<file path="src/design/ffba_pkg.sv">
// Shared types, constants and codes of the first-fit block allocator.
package ffba_pkg;

   localparam int HEAP_BYTES   = 1024 * 1024;
   localparam int HEADER_BYTES = 16;
   localparam int MAX_BLOCKS   = 64;

   localparam int ADDR_W = 20;
   localparam int REQ_W  = 21;
   localparam int TOT_W  = 22;
   localparam int CNT_W  = $clog2(MAX_BLOCKS + 1);

   typedef enum logic [1:0] {
      ST_OK      = 2'd0,
      ST_NOFIT   = 2'd1,
      ST_UNKNOWN = 2'd2,
      ST_FULL    = 2'd3
   } status_type;

   typedef enum logic {
      FUNC_ALLOC = 1'b0,
      FUNC_FREE  = 1'b1
   } func_type;

   typedef enum logic [1:0] {
      CELL_HOLD        = 2'd0,
      CELL_ALLOC       = 2'd1,
      CELL_ALLOC_SPLIT = 2'd2,
      CELL_FREE        = 2'd3
   } cell_op_type;

   typedef enum logic {
      FSM_IDLE  = 1'b0,
      FSM_APPLY = 1'b1
   } fsm_type;

   typedef struct packed {
      logic                     func;
      logic [REQ_W-1:0]         request_bytes;
      logic [ADDR_W-1:0]        payload_offset;
   } req_type;

   typedef struct packed {
      logic [1:0]               status;
      logic [ADDR_W-1:0]        result_offset;
   } rsp_type;

   typedef struct packed {
      logic                     valid;
      logic                     free;
      logic [ADDR_W-1:0]        start;
      logic [ADDR_W-1:0]        size;
   } entry_type;

   typedef struct packed {
      logic                     load;
      cell_op_type              op;
      logic [TOT_W-1:0]         total;
      logic [ADDR_W-1:0]        offset;
   } cell_cmd_type;

   typedef struct packed {
      entry_type                entry;
      logic [ADDR_W-1:0]        rem_start;
      logic [ADDR_W-1:0]        rem_size;
      logic                     prior;
      logic                     first;
   } link_type;

   typedef struct packed {
      logic                     valid;
      logic                     first;
      logic                     split;
      logic                     match;
      logic [ADDR_W-1:0]        start;
   } cell_stat_type;

endpackage

</file>
<file path="src/design/ffba_cell.sv">
// One table cell: holds a block entry, flags fit and match, shifts on a split.
module ffba_cell (
   input  logic                  clock,
   input  logic                  reset,
   input  ffba_pkg::entry_type    init_entry,
   input  ffba_pkg::cell_cmd_type cmd,
   input  ffba_pkg::link_type     link_in,
   output ffba_pkg::link_type     link_out,
   output ffba_pkg::cell_stat_type stat
);
   import ffba_pkg::*;

   localparam logic [TOT_W-1:0] HDR_T = TOT_W'(HEADER_BYTES);

   entry_type        entry_ff, entry_in;
   logic             hit_ff, hit_in;
   logic             match_ff, match_in;
   logic             split_ff, split_in;
   logic             upstream;
   logic             first;
   logic [TOT_W-1:0] size_ext;
   logic [TOT_W-1:0] start_ext;
   logic [TOT_W-1:0] total_hdr;
   logic [TOT_W-1:0] rem_start;
   logic [TOT_W-1:0] rem_size;

   assign size_ext  = TOT_W'(entry_ff.size);
   assign start_ext = TOT_W'(entry_ff.start);
   assign total_hdr = cmd.total + HDR_T;
   assign rem_start = start_ext + total_hdr;
   assign rem_size  = size_ext - total_hdr;

   assign upstream = link_in.prior | link_in.first;
   assign first    = hit_ff & ~upstream;

   always_comb begin
      hit_in   = hit_ff;
      match_in = match_ff;
      split_in = split_ff;
      if (cmd.load) begin
         hit_in   = entry_ff.valid & entry_ff.free & (size_ext >= cmd.total);
         split_in = size_ext > total_hdr;
         match_in = entry_ff.valid & ((start_ext + HDR_T) == TOT_W'(cmd.offset));
      end
   end

   always_comb begin
      entry_in = entry_ff;
      case (cmd.op)
         CELL_ALLOC: begin
            if (first) begin
               entry_in.free = 1'b0;
            end
         end
         CELL_ALLOC_SPLIT: begin
            if (first) begin
               entry_in.free = 1'b0;
               entry_in.size = cmd.total[ADDR_W-1:0];
            end else if (link_in.first) begin
               entry_in.valid = 1'b1;
               entry_in.free  = 1'b1;
               entry_in.start = link_in.rem_start;
               entry_in.size  = link_in.rem_size;
            end else if (link_in.prior) begin
               entry_in = link_in.entry;
            end
         end
         CELL_FREE: begin
            if (match_ff) begin
               entry_in.free = 1'b1;
            end
         end
         default: begin
            entry_in = entry_ff;
         end
      endcase
   end

   always_ff @(posedge clock) begin
      if (reset) begin
         entry_ff <= init_entry;
         hit_ff   <= 1'b0;
         match_ff <= 1'b0;
         split_ff <= 1'b0;
      end else begin
         entry_ff <= entry_in;
         hit_ff   <= hit_in;
         match_ff <= match_in;
         split_ff <= split_in;
      end
   end

   assign link_out.entry     = entry_ff;
   assign link_out.rem_start = rem_start[ADDR_W-1:0];
   assign link_out.rem_size  = rem_size[ADDR_W-1:0];
   assign link_out.prior     = upstream;
   assign link_out.first     = first;

   assign stat.valid = entry_ff.valid;
   assign stat.first = first;
   assign stat.split = split_ff;
   assign stat.match = match_ff;
   assign stat.start = entry_ff.start;

endmodule

</file>
<file path="config.mk">
export PLATFORM = sky130hd
export DESIGN_NAME = ffba_cell
export DESIGN_NICKNAME = d
export VERILOG_FILES = /design/src/design/ffba_pkg.sv /design/src/design/ffba_cell.sv
export SDC_FILE = /design/constraint.sdc
export NUM_CORES = 1
export LEC_CHECK = 0
export BUFFER_PORTS_ARGS = -buffer_cell sky130_fd_sc_hd__buf_2
export CAP_MARGIN = 20
export CELL_PAD_IN_SITES_DETAIL_PLACEMENT = 0
export CELL_PAD_IN_SITES_GLOBAL_PLACEMENT = 1
export CORE_MARGIN = 4
export CORE_UTILIZATION = 25
export CTS_CLUSTER_SIZE = 8
export DETAILED_ROUTE_END_ITERATION = 10
export PLACE_DENSITY = 0.76
export SLEW_MARGIN = 20
export SYNTH_ARGS = -nofsm -noshare
export SYNTH_HDL_FRONTEND = slang
export SYNTH_SLANG_ARGS = --single-unit
</file>
<file path="constraint.sdc">
create_clock -name clock -period 3.72 [get_ports clock]
set_input_delay 0.744 -clock clock [delete_from_list [all_inputs] [get_ports clock]]
set_output_delay 0.744 -clock clock [all_outputs]
set_load 0.005 [all_outputs]
</file>
After elaboration in Yosys (flattened, before gate mapping)
Index checks and enable logic that the tools add are counted.
{"block": "word_totals", "reg_bits": 45, "output_inout_bits": 108}
{"block": "op_classes", "add_sub_neg": 4, "n_lt_le_gt_ge": 2, "eq_ne": 8, "n_mux": 12, "bitwise_logic": 6, "n_reduce_logical": 7}
{"op": "$mux 42", "n": 3}
{"op": "$mux 20", "n": 2}
{"op": "$mux 40", "n": 1}
{"op": "$add 22x5->22 const B", "n": 1}
{"op": "$ge 20x22->1", "n": 1}
{"op": "$gt 20x22->1", "n": 1}
{"op": "$add 20x5->21 const B", "n": 1}
{"op": "$eq 21x20->1", "n": 1}
{"op": "$add 20x20->20", "n": 1}
{"op": "$sub 20x20->20", "n": 1}
{"op": "$reduce_bool 4->1", "n": 2}
{"op": "$ne 3x3->1 const B", "n": 2}
{"op": "$mux 1", "n": 5}
{"op": "$ne 5x5->1 const B", "n": 1}
{"op": "$and 1x1->1", "n": 4}
{"op": "$eq 2x2->1 const B", "n": 2}
{"op": "$reduce_and 4->1", "n": 1}
{"op": "$pmux 1 s3", "n": 1}
{"op": "$reduce_and 3->1", "n": 1}
{"op": "$reduce_bool 3->1", "n": 1}
{"op": "$eq 2x1->1 const B", "n": 1}
{"op": "$ne 2x1->1 const B", "n": 1}
{"op": "$reduce_and 2->1", "n": 1}
{"op": "$reduce_bool 2->1", "n": 1}
{"op": "2 further kinds", "n": 2}

Longest topological paths before layout
{"block": "depth", "word_depth": 6, "depth_mapped": 14, "depth_no_buf": 13}

Least setup slack after synthesis
Ideal clock, no wire load.
{"block": "synth_timing", "path_type": "input -> output", "from": "in cmd[24] (netlist bit)", "to": "out link_out[19] (netlist bit)", "arrival_time_ps": 3132, "setup_slack_ps": -156, "stages": 13, "path_buffers": 1, "cell_sequence": "ha_1 -> nand3_1 -> nor3_1 -> xnor2_1 -> inv_1 -> ha_1 -> buf_4 -> a21oi_2 -> o21a_1 -> nand2_1 -> a221o_1 -> or4_1 -> o211ai_1"}
{"element": "start, declared", "line_no": "ffba_cell.sv:6", "text": "input ffba_pkg::cell_cmd_type cmd,"}
{"element": "end, declared", "line_no": "ffba_cell.sv:8", "text": "output ffba_pkg::link_type link_out,"}

==> results by group <==
Timing
  – Finish-stage setup viols: 17
  – Final setup margin: -332.5 ps
  – Fin crit period: 4052 ps
  – Layout Skew: 3.819 ps
  – Relative slew slack: approximately a third
  – Fin. max-slew vios: 0
  – Fin crit share: 108.9%
  – Hold slack final: 544.7 ps
  – Final Hold Vio Count: 0
  – Tightest Pin Transition: 1005 ps
  – Fmax: 246.8 MHz
  – Unrepaired setup endpoints after global routing: yes
  – Setup TNS Final: -3312 ps

Clock network
  – Worst-path clk slew: 70 ps
  – Clock Tree Buf Depth: 2
  – CTS Sinks: 45
  – Clock root cell: clkbuf_16
  – Num CTS Buffers: 5
  – Worst skew pair latency: 300 ps
  – H-tree Lvls: 2
  – CTS tree: built
  – Hold_buf cts: 0

Detailed routing
  – DRT Pass-1 Iters: 4
  – Post-DR vias/cell: 4.720
  – Routed wire per std cell: 18.19 µm
  – Detailed Route Iter0 Violations: 366
  – Via count: 7024
  – # DRC: 0
  – Remaining antenna violation count after routing: 0
  – Routed wire length: 27.07 mm

Setup path
  – Critical Path Most Common Cell: ha_4
  – R2r startpoint: link_out[42]
  – Crit path buffers/inverters: 3
  – Critical path's top delay family: simple AND/OR/NAND/NOR gates
  – Required time of the critical path: 2980 ps
  – Slowest-stage cell, CP: or4_1
  – CP startpoint: cmd[25]
  – Worst-path cell chain: buf_8 > ha_4 > nand3_4 > nor3_4 > xnor2_1 > inv_1 > ha_4 > a21oi_4 > o21a_1 > nand2_1 > a221o_1 > or4_1 > o211ai_1 > buf_2
  – CP Class: input pin to output pin
  – Max stage delay on crit path: 480 ps
  – Critical path arrival: 3310 ps
  – CP endpoint kind: output pin
  – Crit Path Max Fanout: 6
  – Startpoint Class: input pin

Logic synthesis
  – Synthesized cell area: roughly 6100 µm²
  – Synth cell count leaders: nand2_1, o21ai_0, nor2_1
  – Seq/Total Area, Yosys: 21.59%
  – Mapped Cells: approximately 760
  – Post-synthesis net count: 990
  – Yosys top cell by area: edfxtp_1
  – Library cells used by synthesis: 74
  – Yosys reg bits: 45
  – Async set-reset flop share out of synthesis: 0%
  – Most frequent cell after synthesis: nand2_1
  – Synth top area cells: edfxtp_1, ha_1, mux2i_1, xnor2_1, o21ai_0
  – Synth Warn #: 0
  – Synth top area share: ~21%
  – Post-synth EDFFs: 42
  – Ys flop type: edfxtp_1
  – Mean post-synth cell area: 8.073 µm²

Die
  – Number of cell rows: 56
  – Die width: between 150 and 200 µm
  – Die area: roughly 27000 µm²
  – Starting Density: between 20% and 30%
  – CORE AREA: 23750 µm²
  – Height of the die: between 150 and 200 µm
  – IO Pins: roughly 280

Worst hold path
  – Hold/Removal Path Class: register to register
  – Min-delay src: split_ff

Finish
  – Synth-to-layout area growth: 63.69%
  – Fin cells: 1488
  – Share of cells above drive strength 1: between 40% and 50%
  – Fin util: around 42%
  – Final nets: 1399

Outcome
  – Violated checks: setup timing
  – Outcome: complete, but fails checks

Global route
  – First-pass GRT wire length: 39.53 mm
  – Number of global-route vias before repair: 7034
  – Largest net degree at the start of global routing: between 50 and 60
  – Initial antenna violation count: 2
  – Grt total ovfl: 0
  – Global Route Usage Sum: 19.14%

Placement
  – Dpl hpwl: 22.17 mm
  – Number of instances in the placed design: 1455
  – Port Buf Inserts: 280
  – Routability congestion estimate: 0.9545

Power and ir drop
  – Pwr dens: 326.6 nW/µm²
  – Leak: 4.753 nW
  – Worst ir drop on vdd: 0.2548 mV

Flow run
  – Max Cap Viol: 0
## through the flow
step           area [µm²]  setup slack [ps]  total power, W
2_1_floorplan        6170            -19.92        0.001576
3_3_place_gp         8801            -542.6        0.002410
3_5_place_dp         8801            -630.7        0.002427
4_1_cts              9600            -317.0        0.003162
5_1_grt             10020            -468.1        0.003513
6_report            10020            -332.5        0.003271
## registers in the layout, indices dropped and copies added (netlist names)
signal / flops
hit_ff: 1
link_out: 42
match_ff: 1
split_ff: 1
## repair_timing
item | in CTS | in global routing
pin swaps | 50 | 50
setup buffers | 15 | 14
gates resized for setup | 102 | 68
gates cloned | 0 | 0
setup endpoints to repair | 21 | 22
## final cells by class
class                           count  area (µm²)
Timing Repair Buffer              452        2813
Fill cell                        2396       13740
Multi-Input combinational cell    605        5089
Tap cell                          319       399.1
Sequential cell                    45        1321
Inverter                           58       220.2
Clock buffer                        5       125.1
Clock inverter                      3       47.55
Antenna cell                        1       2.502
## layer usage
metal / global-route usage (%) / vias up / part of all wire [%]
met2: 32.28 / 230 / 47
met3: 2.346 / 38 / 5.9
met5: 0 / - / 0.041
met1: 25.61 / 3209 / 44
met4: 5.936 / 2 / 2.7
li1: - / 3545 / -
## cells in the final DEF, fill, tap and decap left out, drive strengths merged, types with 7 or more instances in the layout
cell | netlist | layout
xor2 | 15 | 15
o21ai | 65 | 65
o21a | 9 | 9
a21oi | 47 | 47
inv | 58 | 60
nor4 | 7 | 7
a21o | 15 | 15
nor2 | 63 | 63
o21bai | 7 | 7
and3 | 11 | 11
ha | 57 | 57
nand3 | 20 | 20
nand4 | 9 | 9
xnor2 | 48 | 48
edfxtp | 42 | 42
nand2 | 67 | 67
nor3 | 17 | 17
nand2b | 7 | 7
buf | 29 | 451
mux2i | 46 | 46
## cell families after synthesis
kind of cell    after synthesis  synth area share [%]
compound gates              202                 22.06
xor+xnor                     63                 9.017
fa+ha+maj                    59                 12.31
buf+inv                     108                 8.281
flops                        45                 21.59
mux                          47                 7.708
simple gates                234                 19.04
## power by group
group          switching [W]  leakage (nW)  internal (W)
Sequential          0.000102         0.442      0.000626
Combinational       0.000966          4.23       0.00102
Clock               0.000232        0.0848      0.000323
## tightest hold or removal path, delay by kind of cell, from the launching register on
kind | cells | cell delay, ps
simple gates | 1 | 90
compound gates | 1 | 70
flops | 1 | 330
## final timing paths
check	cells after the start	slack, ps	to
worst min register to register	2	540	split_ff
worst max-delay path	14	-330	link_out[19]
worst min-delay path	2	540	split_ff
worst max register to register	13	1180	split_ff
Note: power is estimated with default switching activity, not from simulation.
